[src/rtl/core/sps_pkg.sv]
// Package for the sensor poll sequencer: payload structs, action and error codes,
// configuration register indexes and reset values. Used by every other file.
package sps_pkg;

  localparam int unsigned CountW  = 8;
  localparam int unsigned TempW   = 12;
  localparam int unsigned LimitW  = 16;
  localparam int unsigned CfgIdxW = 2;
  localparam int unsigned CfgW    = 16;

  // Configuration register indexes
  localparam logic [CfgIdxW-1:0] CFG_STARTUP_LIMIT = 2'd0;
  localparam logic [CfgIdxW-1:0] CFG_POLL_LIMIT    = 2'd1;
  localparam logic [CfgIdxW-1:0] CFG_PAUSE_LIMIT   = 2'd2;
  localparam logic [CfgIdxW-1:0] CFG_IGNORE_CRC    = 2'd3;

  // Reset values of the configuration registers
  localparam logic [LimitW-1:0] STARTUP_LIMIT_RST = 16'd10;
  localparam logic [LimitW-1:0] POLL_LIMIT_RST    = 16'd100;
  localparam logic [LimitW-1:0] PAUSE_LIMIT_RST   = 16'd10;

  typedef enum logic [1:0] {
    ACT_NONE = 2'd0,
    ACT_LOW  = 2'd1,
    ACT_INIT = 2'd2,
    ACT_READ = 2'd3
  } action_e;

  typedef enum logic [1:0] {
    ERR_NONE     = 2'd0,
    ERR_NOSENSOR = 2'd1,
    ERR_CRC      = 2'd2
  } error_e;

  typedef struct packed {
    logic [CountW-1:0]       sensor_count;
    logic signed [TempW-1:0] sensor_temp;
    logic                    crc_ok;
  } tick_t;

  typedef struct packed {
    action_e                 action;
    error_e                  error_code;
    logic signed [TempW-1:0] temperature;
  } result_t;

  typedef struct packed {
    logic [LimitW-1:0] startup_limit;
    logic [LimitW-1:0] poll_limit;
    logic [LimitW-1:0] pause_limit;
    logic              ignore_crc;
  } cfg_t;

endpackage

[src/rtl/core/sps_if.sv]
// Valid/ready channel interfaces for the tick input and the result output.
// The count and temperature widths come from sps_pkg.
interface sps_tick_if;
  logic                                 valid;
  logic                                 ready;
  logic [sps_pkg::CountW-1:0]           sensor_count;
  logic signed [sps_pkg::TempW-1:0]     sensor_temp;
  logic                                 crc_ok;

  modport source (output valid, output sensor_count, output sensor_temp, output crc_ok,
                  input ready);
  modport sink (input valid, input sensor_count, input sensor_temp, input crc_ok,
                output ready);
endinterface

interface sps_result_if;
  logic                             valid;
  logic                             ready;
  logic [1:0]                       action;
  logic [1:0]                       error_code;
  logic signed [sps_pkg::TempW-1:0] temperature;

  modport source (output valid, output action, output error_code, output temperature,
                  input ready);
  modport sink (input valid, input action, input error_code, input temperature,
                output ready);
endinterface

[src/rtl/core/sps_tick.sv]
// Sequencer state and per-tick decision logic: poll timer, recovery pause,
// reinit flag, error code and last temperature. Depends on sps_pkg.
module sps_tick (
  input  logic             clk_i,
  input  logic             rst_ni,
  input  logic             en_i,
  input  sps_pkg::tick_t   tick_i,
  input  sps_pkg::cfg_t    cfg_i,
  output sps_pkg::result_t res_o
);

  logic                             timer_disabled_q, timer_disabled_d;
  logic [sps_pkg::LimitW-1:0]       startup_count_q, startup_count_d;
  logic [sps_pkg::LimitW-1:0]       poll_count_q, poll_count_d;
  logic                             startup_done_q, startup_done_d;
  logic                             line_low_pending_q, line_low_pending_d;
  logic [sps_pkg::LimitW-1:0]       pause_count_q, pause_count_d;
  logic                             need_init_q, need_init_d;
  sps_pkg::error_e                  error_state_q, error_state_d;
  logic signed [sps_pkg::TempW-1:0] last_temp_q, last_temp_d;

  logic             due;
  sps_pkg::action_e act;

  // Next state and action for the tick that is being retired.
  always_comb begin
    timer_disabled_d   = timer_disabled_q;
    startup_count_d    = startup_count_q;
    poll_count_d       = poll_count_q;
    startup_done_d     = startup_done_q;
    line_low_pending_d = line_low_pending_q;
    pause_count_d      = pause_count_q;
    need_init_d        = need_init_q;
    error_state_d      = error_state_q;
    last_temp_d        = last_temp_q;
    due                = 1'b0;
    act                = sps_pkg::ACT_NONE;

    // Poll timer: disabled mode and startup phase make every tick due.
    if (timer_disabled_q) begin
      startup_count_d = '0;
      poll_count_d    = '0;
      due             = 1'b1;
    end else if (!startup_done_q && (startup_count_q <= cfg_i.startup_limit)) begin
      startup_count_d = startup_count_q + 1'b1;
      due             = 1'b1;
    end else begin
      // The tick that ends startup is judged by the normal poll counter.
      if (!startup_done_q) begin
        startup_count_d = '0;
        startup_done_d  = 1'b1;
      end
      if (poll_count_q <= cfg_i.poll_limit) begin
        poll_count_d = poll_count_q + 1'b1;
      end else begin
        poll_count_d = '0;
        due          = 1'b1;
      end
    end

    if (due) begin
      if (line_low_pending_q && (pause_count_q < cfg_i.pause_limit)) begin
        pause_count_d = pause_count_q + 1'b1;
        act           = sps_pkg::ACT_LOW;
      end else begin
        if (line_low_pending_q) begin
          pause_count_d      = '0;
          line_low_pending_d = 1'b0;
        end
        if (need_init_q) begin
          need_init_d = 1'b0;
          act         = sps_pkg::ACT_INIT;
        end else begin
          act = sps_pkg::ACT_READ;
          if (tick_i.sensor_count == '0) begin
            error_state_d      = sps_pkg::ERR_NOSENSOR;
            line_low_pending_d = 1'b1;
            timer_disabled_d   = 1'b1;
            need_init_d        = 1'b1;
          end else begin
            // A bad CRC still stores the temperature.
            last_temp_d      = tick_i.sensor_temp;
            error_state_d    = sps_pkg::ERR_NONE;
            timer_disabled_d = 1'b0;
            if (!tick_i.crc_ok && !cfg_i.ignore_crc) begin
              error_state_d      = sps_pkg::ERR_CRC;
              line_low_pending_d = 1'b1;
              timer_disabled_d   = 1'b1;
              need_init_d        = 1'b1;
            end
          end
        end
      end
    end

    res_o.action      = act;
    res_o.error_code  = error_state_d;
    res_o.temperature = last_temp_d;
  end

  // State registers advance once per retired tick.
  always_ff @(posedge clk_i or negedge rst_ni) begin
    if (!rst_ni) begin
      timer_disabled_q   <= 1'b0;
      startup_count_q    <= '0;
      poll_count_q       <= '0;
      startup_done_q     <= 1'b0;
      line_low_pending_q <= 1'b0;
      pause_count_q      <= '0;
      need_init_q        <= 1'b0;
      error_state_q      <= sps_pkg::ERR_NONE;
      last_temp_q        <= '0;
    end else if (en_i) begin
      timer_disabled_q   <= timer_disabled_d;
      startup_count_q    <= startup_count_d;
      poll_count_q       <= poll_count_d;
      startup_done_q     <= startup_done_d;
      line_low_pending_q <= line_low_pending_d;
      pause_count_q      <= pause_count_d;
      need_init_q        <= need_init_d;
      error_state_q      <= error_state_d;
      last_temp_q        <= last_temp_d;
    end
  end

`ifndef SYNTHESIS
  // A line-low tick leaves the recovery pause pending.
  assert property (@(posedge clk_i) disable iff (!rst_ni)
    en_i && (act == sps_pkg::ACT_LOW) |=> line_low_pending_q)
    else $error("line low issued without a pending pause");

  // An init tick consumes the reinit request.
  assert property (@(posedge clk_i) disable iff (!rst_ni)
    en_i && (act == sps_pkg::ACT_INIT) |=> !need_init_q)
    else $error("reinit request not cleared by init");

  // A tick with no action leaves the error code and temperature alone.
  assert property (@(posedge clk_i) disable iff (!rst_ni)
    en_i && (act == sps_pkg::ACT_NONE) |=> $stable(error_state_q) && $stable(last_temp_q))
    else $error("idle tick changed error or temperature");
`endif

endmodule

[src/rtl/core/sensor_poll_sequencer_top.sv]
// Top level of the sensor poll sequencer: configuration registers, input
// register, result register. Depends on sps_pkg, sps_if.sv and sps_tick.
//
// One tick beat in gives one result beat out. The block takes a beat every
// clock cycle when the output is not stalled; a beat enters an input
// register, its decision is made by sps_tick when it advances and lands in
// the result register, where it is held until it is taken. The input
// register and the result register together hold two beats, so a new tick
// is accepted while a finished result waits to be taken.
// Configuration registers are written with cfg_we_i, cfg_idx_i and cfg_data_i
// (0 startup_limit, 1 poll_limit, 2 pause_limit, 3 ignore_crc (bit 0)); the
// user must write them only while no tick is in flight, as the block itself
// does not enforce it.
module sensor_poll_sequencer_top (
  input  logic                          clk_i,
  input  logic                          rst_ni,
  input  logic                          cfg_we_i,
  input  logic [sps_pkg::CfgIdxW-1:0]   cfg_idx_i,
  input  logic [sps_pkg::CfgW-1:0]      cfg_data_i,
  sps_tick_if.sink                      in_i,
  sps_result_if.source                  out_o
);

  sps_pkg::cfg_t    cfg_q;
  logic             in_valid_q;
  sps_pkg::tick_t   in_data_q;
  logic             out_valid_q;
  sps_pkg::result_t out_data_q;
  sps_pkg::result_t res;
  logic             advance;
  logic             in_take;

  // Configuration registers.
  always_ff @(posedge clk_i or negedge rst_ni) begin
    if (!rst_ni) begin
      cfg_q.startup_limit <= sps_pkg::STARTUP_LIMIT_RST;
      cfg_q.poll_limit    <= sps_pkg::POLL_LIMIT_RST;
      cfg_q.pause_limit   <= sps_pkg::PAUSE_LIMIT_RST;
      cfg_q.ignore_crc    <= 1'b0;
    end else if (cfg_we_i) begin
      case (cfg_idx_i)
        sps_pkg::CFG_STARTUP_LIMIT: cfg_q.startup_limit <= cfg_data_i;
        sps_pkg::CFG_POLL_LIMIT:    cfg_q.poll_limit    <= cfg_data_i;
        sps_pkg::CFG_PAUSE_LIMIT:   cfg_q.pause_limit   <= cfg_data_i;
        sps_pkg::CFG_IGNORE_CRC:    cfg_q.ignore_crc    <= cfg_data_i[0];
        default: ;
      endcase
    end
  end

  // Handshake: the held tick retires when the result register is free or drains.
  assign advance    = in_valid_q && (!out_valid_q || out_o.ready);
  assign in_i.ready = !in_valid_q || advance;
  assign in_take    = in_i.valid && in_i.ready;

  // Input register.
  always_ff @(posedge clk_i or negedge rst_ni) begin
    if (!rst_ni) begin
      in_valid_q <= 1'b0;
    end else if (in_i.ready) begin
      in_valid_q <= in_i.valid;
    end
  end

  always_ff @(posedge clk_i) begin
    if (in_take) begin
      in_data_q.sensor_count <= in_i.sensor_count;
      in_data_q.sensor_temp  <= in_i.sensor_temp;
      in_data_q.crc_ok       <= in_i.crc_ok;
    end
  end

  sps_tick u_tick (
    .clk_i  (clk_i),
    .rst_ni (rst_ni),
    .en_i   (advance),
    .tick_i (in_data_q),
    .cfg_i  (cfg_q),
    .res_o  (res)
  );

  // Result register.
  always_ff @(posedge clk_i or negedge rst_ni) begin
    if (!rst_ni) begin
      out_valid_q <= 1'b0;
    end else if (advance) begin
      out_valid_q <= 1'b1;
    end else if (out_o.ready) begin
      out_valid_q <= 1'b0;
    end
  end

  always_ff @(posedge clk_i) begin
    if (advance) begin
      out_data_q <= res;
    end
  end

  assign out_o.valid       = out_valid_q;
  assign out_o.action      = out_data_q.action;
  assign out_o.error_code  = out_data_q.error_code;
  assign out_o.temperature = out_data_q.temperature;

`ifndef SYNTHESIS
  // A retired tick always shows up in the result register.
  assert property (@(posedge clk_i) disable iff (!rst_ni)
    advance |=> out_valid_q)
    else $error("retired tick produced no result beat");

  // An accepted beat is held in the input register next cycle.
  assert property (@(posedge clk_i) disable iff (!rst_ni)
    in_take |=> in_valid_q)
    else $error("accepted tick beat was dropped");

  // Without a retiring tick, the result register never gains a new beat.
  assert property (@(posedge clk_i) disable iff (!rst_ni)
    !advance && !out_valid_q |=> !out_valid_q)
    else $error("result beat appeared without a tick");
`endif

endmodule

[src/flat_wrapper.sv]
// flat-port wrapper written by rule: the top's interface ports become plain ports
module sensor_poll_sequencer_top_flat 
  (clk_i, rst_ni, cfg_we_i, cfg_idx_i, cfg_data_i, in_i_valid, in_i_sensor_count, in_i_sensor_temp, in_i_crc_ok, in_i_ready, out_o_valid, out_o_action, out_o_error_code, out_o_temperature, out_o_ready);
  sps_tick_if in_i_i ();
  sps_result_if out_o_i ();
  input  logic clk_i;
  input  logic rst_ni;
  input  logic cfg_we_i;
  input  logic [sps_pkg::CfgIdxW-1:0] cfg_idx_i;
  input  logic [sps_pkg::CfgW-1:0] cfg_data_i;
  input wire logic [$bits(in_i_i.valid)-1:0] in_i_valid;
  input wire logic [$bits(in_i_i.sensor_count)-1:0] in_i_sensor_count;
  input wire logic [$bits(in_i_i.sensor_temp)-1:0] in_i_sensor_temp;
  input wire logic [$bits(in_i_i.crc_ok)-1:0] in_i_crc_ok;
  output wire logic [$bits(in_i_i.ready)-1:0] in_i_ready;
  output wire logic [$bits(out_o_i.valid)-1:0] out_o_valid;
  output wire logic [$bits(out_o_i.action)-1:0] out_o_action;
  output wire logic [$bits(out_o_i.error_code)-1:0] out_o_error_code;
  output wire logic [$bits(out_o_i.temperature)-1:0] out_o_temperature;
  input wire logic [$bits(out_o_i.ready)-1:0] out_o_ready;
  assign in_i_i.valid = in_i_valid;
  assign in_i_i.sensor_count = in_i_sensor_count;
  assign in_i_i.sensor_temp = in_i_sensor_temp;
  assign in_i_i.crc_ok = in_i_crc_ok;
  assign in_i_ready = in_i_i.ready;
  assign out_o_valid = out_o_i.valid;
  assign out_o_action = out_o_i.action;
  assign out_o_error_code = out_o_i.error_code;
  assign out_o_temperature = out_o_i.temperature;
  assign out_o_i.ready = out_o_ready;
  sensor_poll_sequencer_top u_core (.clk_i(clk_i), .rst_ni(rst_ni), .cfg_we_i(cfg_we_i), .cfg_idx_i(cfg_idx_i), .cfg_data_i(cfg_data_i), .in_i(in_i_i), .out_o(out_o_i));
endmodule
[config.mk]
export PLATFORM = sky130hd
export DESIGN_NAME = sensor_poll_sequencer_top_flat
export DESIGN_NICKNAME = d
export VERILOG_FILES = /design/src/rtl/core/sps_pkg.sv /design/src/rtl/core/sps_if.sv /design/src/rtl/core/sps_tick.sv /design/src/rtl/core/sensor_poll_sequencer_top.sv /design/src/flat_wrapper.sv
export SDC_FILE = /design/constraint.sdc
export NUM_CORES = 1
export LEC_CHECK = 0
export BUFFER_PORTS_ARGS = -buffer_cell sky130_fd_sc_hd__buf_2
export CAP_MARGIN = 10
export CORE_MARGIN = 2
export CORE_UTILIZATION = 40
export DETAILED_ROUTE_END_ITERATION = 12
export RECOVER_POWER = 25
export SYNTH_ARGS = -nofsm -noshare
export SYNTH_HDL_FRONTEND = slang
export SYNTH_SLANG_ARGS = --single-unit
[constraint.sdc]
create_clock -name clk_i -period 7.95 [get_ports clk_i]
set_input_delay 1.1925 -clock clk_i [delete_from_list [all_inputs] [get_ports clk_i]]
set_output_delay 1.1925 -clock clk_i [all_outputs]
set_load 0.01 [all_outputs]
After elaboration in Yosys (flattened, before gate mapping):

Index checks and enable logic that the tools add are counted.

* output and inout bits: 18
* word-level logic and storage cells: 91
* flip-flop bits (word level): 153
* input port bits: 44

* order comparisons: 3
* multiplexer cells: 27
* reductions and logical operators: 27
* add/sub/neg operators: 3
* equal/unequal tests: 5
* bitwise logic cells: 5

Operators by type and width (number)
* $mux 16: 8
* $add 16x1->16 const B: 3
* $mux 12: 4
* $le 16x16->1: 2
* $lt 16x16->1: 1
* $reduce_and 2->1: 6
* $mux 1: 10
* $mux 2: 5
* $reduce_and 3->1: 3
* $logic_not 8->1: 1
* $logic_and 1x1->1: 5
* $logic_not 1->1: 5
* $not 1->1: 5
* $eq 2x2->1 const B: 2
* $reduce_and 4->1: 1
* $reduce_bool 2->1: 2
* $ne 3x2->1 const B: 1
* $eq 2x1->1 const B: 1
* $logic_not 2->1: 1
* $logic_or 1x1->1: 2
* $ne 2x2->1 const B: 1
* $reduce_or 2->1: 1

Depth between registers and ports, before layout:

* word-level depth: 7
* mapped depth: 11
* mapped depth without buffers: 9

Hierarchy:

Synthesis repeated with hierarchy kept, for this count alone.

* cell total of the unflattened synthesis: 665
* area total of the unflattened synthesis: 7743.7 um^2

By module, submodules not included
* sps_tick: times used 1, cells an instance 515, area each 4678.2 um^2, sequential area each 1626.6 um^2
* sensor_poll_sequencer_top: times used 1, cells an instance 150, area each 3065.4 um^2, sequential area each 2396.0 um^2

Worst setup path before layout:

Ideal clock, no wire load.

* path type: in2reg
* from: input out_o_ready
* to: register u_core.u_tick.startup_count_q[9] in the netlist's numbering
* slack: 4693 ps
* library setup time: 132 ps
* stages on the path: 9
* arrival time: 3125 ps
* cell sequence: nand2b_1 nand2_1 inv_1 o21ai_0 clkbuf_1 nor3_1 nand3_1 xor2_1 nor2_1

* word-level cells in the longest chain between the ends: 3

Ends and longest elaborated chain
* from (decl): RTL line flat_wrapper.sv:20 `input wire logic [$bits(out_o_i.ready)-1:0] out_o_ready;`
* $logic_or 1x1->1: RTL line sensor_poll_sequencer_top.sv:52 `assign advance = in_valid_q && (!out_valid_q || out_o.ready);`
* $logic_and 1x1->1: RTL line sensor_poll_sequencer_top.sv:52
* named net u_core.advance: RTL line sensor_poll_sequencer_top.sv:30 `logic advance;`
* $reduce_and 2->1 (no source line)
* to (signal assigned): RTL line sps_tick.sv:115 `startup_count_q <= startup_count_d;`
* to (decl): RTL line sps_tick.sv:13 `logic [sps_pkg::LimitW-1:0] startup_count_q, startup_count_d;`

The timed path passes the listed nets, and every way through them passes these cells.
A chain may end at the register's enable or synchronous reset.

==> results list <==
* Top Family by Delay on Critical Path: buffers and inverters
- Number of port buffers: 61
- Setup skew after layout: 0.0131 ns
- Most frequent cells after synthesis: sky130_fd_sc_hd__dfrtp_1 (109), sky130_fd_sc_hd__o21ai_0 (56), sky130_fd_sc_hd__inv_1 (54)
- Largest net degree at the start of global routing: 62
- Detailed placement ended at an HPWL of 11800 um.
- The run finished, with violations left.
* Accumulated negative setup slack: 0 ns
- Crit path capture type: asynchronous set/reset pin
- Register-to-Register Path Depth: 8
- Core area: 18700 um2
- Startpoint types: input pin
* Data required time of the worst path: 8.42 ns
* Global-route wire length before repair: 27200 um
- Share of final-layout standard cells stronger than drive strength 1: 23.9%
- Arrival time at the worst endpoint: 4.35 ns
- In this run the count of I/O pins placed on the die edge is 62.
* Setup slack, reg-to-reg: 4.41 ns
- Class of the tightest hold or removal check: register to register
* Layout overhead on the synthesized area: 15.1%
- Max Freq: 258 MHz
- Gates resized, CTS repair: 0
- Fraction of post-synthesis cell area in the top cell type by area: 35.7%
* Syn Std Cell Area: 7640 um2
* Initial Utilization: 40.9%
- CP bufs+invs: 2
- The number of nets handed over by synthesis was 762.
- After synthesis, the cell types taking the most area are sky130_fd_sc_hd__dfrtp_1 (36%), sky130_fd_sc_hd__edfxtp_1 (15%), sky130_fd_sc_hd__ha_1 (8.2%).
- Tot Pwr: 2160 uW
* Async S/R FF share, synth: 75.8%
- Ratio of final minimum period to clock period: 48.8%
- The worst setup path is of the input pin to asynchronous set/reset pin kind.
- Grt ovf: 0
- In the post-synthesis netlist, the cell with the most instances is sky130_fd_sc_hd__dfrtp_1.
- The number of antenna violations at the first check in global routing came to 0.
- The startpoint identified for the worst hold timing path is u_core.in_valid_q.
* CTS tree: yes
* IR drop worst, VDD: 171 uV
* Number of flops mapped to enable cells by yosys: 37
* RSZ-0062 raised after global routing: false
- Number of DRC markers in iteration 0: 345
* Area of the multi-input gates: 3320 um2
- The most used flip-flop cell after synthesis is sky130_fd_sc_hd__dfrtp_1.
- The H-tree was split into 4 levels.
* Number of clock sinks: 153
- The detail route stage leaves a number of antenna-violating nets equal to 0.
- For the worst-skew pair, the clock arrives at the later sink with an insertion delay of 0.43 ns.
* Static power due to leakage: 0.00401 uW
- The longest clock path from root to sink contains 2 buffers.
- Mean instance size in the synthesized netlist: 11.4 um2
- In this run the critical register-to-register path is launched from u_core.u_tick.startup_count_q[13].
* Wirelength per Cell: 16.6 um
* Total via count after detailed routing: 5266
* Number of global-route vias before repair: 5473
- Setup violations remaining at the end of the flow were counted as 0.
- In this run the critical register-to-register path is captured at u_core.u_tick.pause_count_q[9].
- The largest total area in the synthesized netlist belongs to sky130_fd_sc_hd__dfrtp_1.
- Count of different cell masters after synthesis: 60
* Die Area: 20200 um2
- In this run the horizontal extent of the chip is 142 um.
* CTS Hold Bufs: 0
* Slowest stage delay, CP: 2.19 ns
* Register area: 4020 um2
- The worst hold path terminates at u_core.out_o.valid.
- CTS root buf: sky130_fd_sc_hd__clkbuf_16
* Number of placement rows: 50
- After technology mapping, the gate count stands at 668.
* WHS Path Cells: 1
- For the finished layout, the period the worst path requires is 3.88 ns.
- The slowest stage of the critical path belongs to the cell sky130_fd_sc_hd__clkbuf_1.
- Endpoints failing hold: 0
* Number of nets in the final layout: 829
- Violated checks: max-capacitance violations, max-slew violations
- Largest fanout of any net on the critical path: 61
- Height of the chip: 142 um
- During synthesis, Yosys emitted a total of 0 warnings.
- In this run, CTS created clock tree buffers numbering 17.
- Counting buffers and inverters, the worst setup path is 2 cells deep.
* # Post-CTS Setup Buffers: 0
- Count of maximum capacitance violations: 1
* Total of flip-flops plus latches after synthesis: 153
* Initial DRT Pass Iterations: 4
- Post-CTS clock slew at the launch and capture registers of the worst setup and hold paths: 0.07 ns
- After filler insertion, the fill cell instance count of the layout stands at 1677.
- In this run the tightest slew margin relative to its limit is -112%.
- After detailed routing, the total wire length is 16300 um.
* N_diodes: 0
- For the pin with the worst max-slew slack, the measured transition is 3.18 ns.
- Traced cell by cell, the critical path runs through clkbuf_1, buf_4.
- Dividing the detail-routed via count by the number of cells gives 5.36.
- Placer congestion estimate: 0.771
* DRC viols: 0
- The number of pins exceeding their max-slew limit in the final report was 57.
* GRT Util Overall: 17.2%
* Sequential share of the synthesized area: 52.6%
- Power density over the cells: 245 nW/um2
cells in the final DEF (no fill, tap or decap), drive strengths merged, types with 2 or more instances in the layout:
| cell | Yosys | routed |
|---|---|---|
| a21o | 4 | 4 |
| a21oi | 30 | 30 |
| a22o | 4 | 4 |
| a31oi | 13 | 13 |
| a41oi | 2 | 2 |
| and3 | 9 | 9 |
| buf | 8 | 62 |
| bufinv | 0 | 2 |
| clkbuf | 9 | 20 |
| clkinv | 0 | 5 |
| dfrtp | 109 | 109 |
| dfstp | 7 | 7 |
| edfxtp | 37 | 37 |
| ha | 50 | 50 |
| inv | 54 | 61 |
| mux2 | 62 | 62 |
| nand2 | 52 | 52 |
| nand2b | 12 | 12 |
| nand3 | 21 | 21 |
| nand3b | 3 | 3 |
| nand4 | 12 | 12 |
| nor2 | 37 | 37 |
| nor2b | 6 | 6 |
| nor3 | 10 | 10 |
| nor3b | 3 | 3 |
| nor4 | 6 | 6 |
| o211ai | 2 | 2 |
| o21ai | 56 | 56 |
| o311ai | 2 | 2 |
| o31ai | 10 | 10 |
| or2b | 3 | 3 |
| or3 | 7 | 7 |
| or4 | 3 | 3 |
| xnor2 | 4 | 4 |
| xor2 | 9 | 9 |
worst max-delay path by stage:
stage / start / endpoint / slack [ns]
2_1_floorplan: out_o_ready / u_core.u_tick.startup_count_q[9] / 4.69
3_3_place_gp: out_o_ready / u_core.u_tick.pause_count_q[11] / 4.15
3_5_place_dp: out_o_ready / u_core.u_tick.pause_count_q[15] / 3.99
4_1_cts: u_core.u_tick.startup_count_q[13] / u_core.u_tick.pause_count_q[9] / 4.39
5_1_grt: rst_ni / u_core.cfg_q[3] / 3.34
6_report: rst_ni / u_core.cfg_q[13] / 4.07
registers in the layout (all words and copies together), names as in the netlist:
| name | cells |
|---|---|
| u_core.cfg_q | 49 |
| u_core.in_data_q | 21 |
| u_core.u_tick.pause_count_q | 16 |
| u_core.u_tick.poll_count_q | 16 |
| u_core.u_tick.startup_count_q | 16 |
| u_core.out_o.temperature | 12 |
| u_core.u_tick.last_temp_q | 12 |
| u_core.out_o.action | 2 |
| u_core.out_o.error_code | 2 |
| u_core.u_tick.error_state_q | 2 |
| u_core.in_valid_q | 1 |
| u_core.out_o.valid | 1 |
| u_core.u_tick.need_init_q | 1 |
| u_core.u_tick.startup_done_q | 1 |
| u_core.u_tick.timer_disabled_q | 1 |
area by class of cell:
cell class              instances  share of cell area [%]
multi-input cells             444                    37.7
inverters                      54                    2.30
flip-flops and latches        153                    45.7
well taps                     234                    3.33
repair buffers                 65                    3.74
clock buffers                  17                    4.84
clock inverters                15                    2.32
stage by stage:
step	cell area (um2)	util, %	hold slack, ns	setup slack (ns)	cells
floorplan	7640	-	0.451	4.69	668
global placement	8180	43.7	0.478	4.15	950
detailed placement	8180	43.7	0.490	3.99	950
CTS	8810	47.1	0.502	4.39	982
global route	8800	47.0	0.513	3.34	982
finish	8800	47.0	0.499	4.07	982
layer usage:
metal,part of all wire [%],routed length (um),global-route usage [%],vias to the layer above
li1,-,-,-,2535
met1,46,7480,22.8,2611
met2,48,7900,28.4,105
met3,4.5,728,3.73,15
met4,1.5,240,5.16,0
met5,0,0,0,-
power breakdown:
part	total (uW)	internal (uW)	leakage (uW)	switching, uW
registers	992	925	0.00184	66.7
logic	315	151	0.00187	163
clock network	853	483	0.000306	370
total	2160	1560	0.00401	600
cell families (layout without fill, tap and decap cells):
kind of cell	after synthesis	in the layout	share of synthesized area, %
AO/OA/AOI/OAI	132	132	11.0
XOR/XNOR	13	13	1.49
adder cells (fa/ha/maj)	50	50	8.18
buffers and inverters	71	151	4.01
flip-flops	153	153	52.6
multiplexers	62	62	9.63
AND/OR/NAND/NOR	187	187	13.0
(Power assumes the default switching activity.)
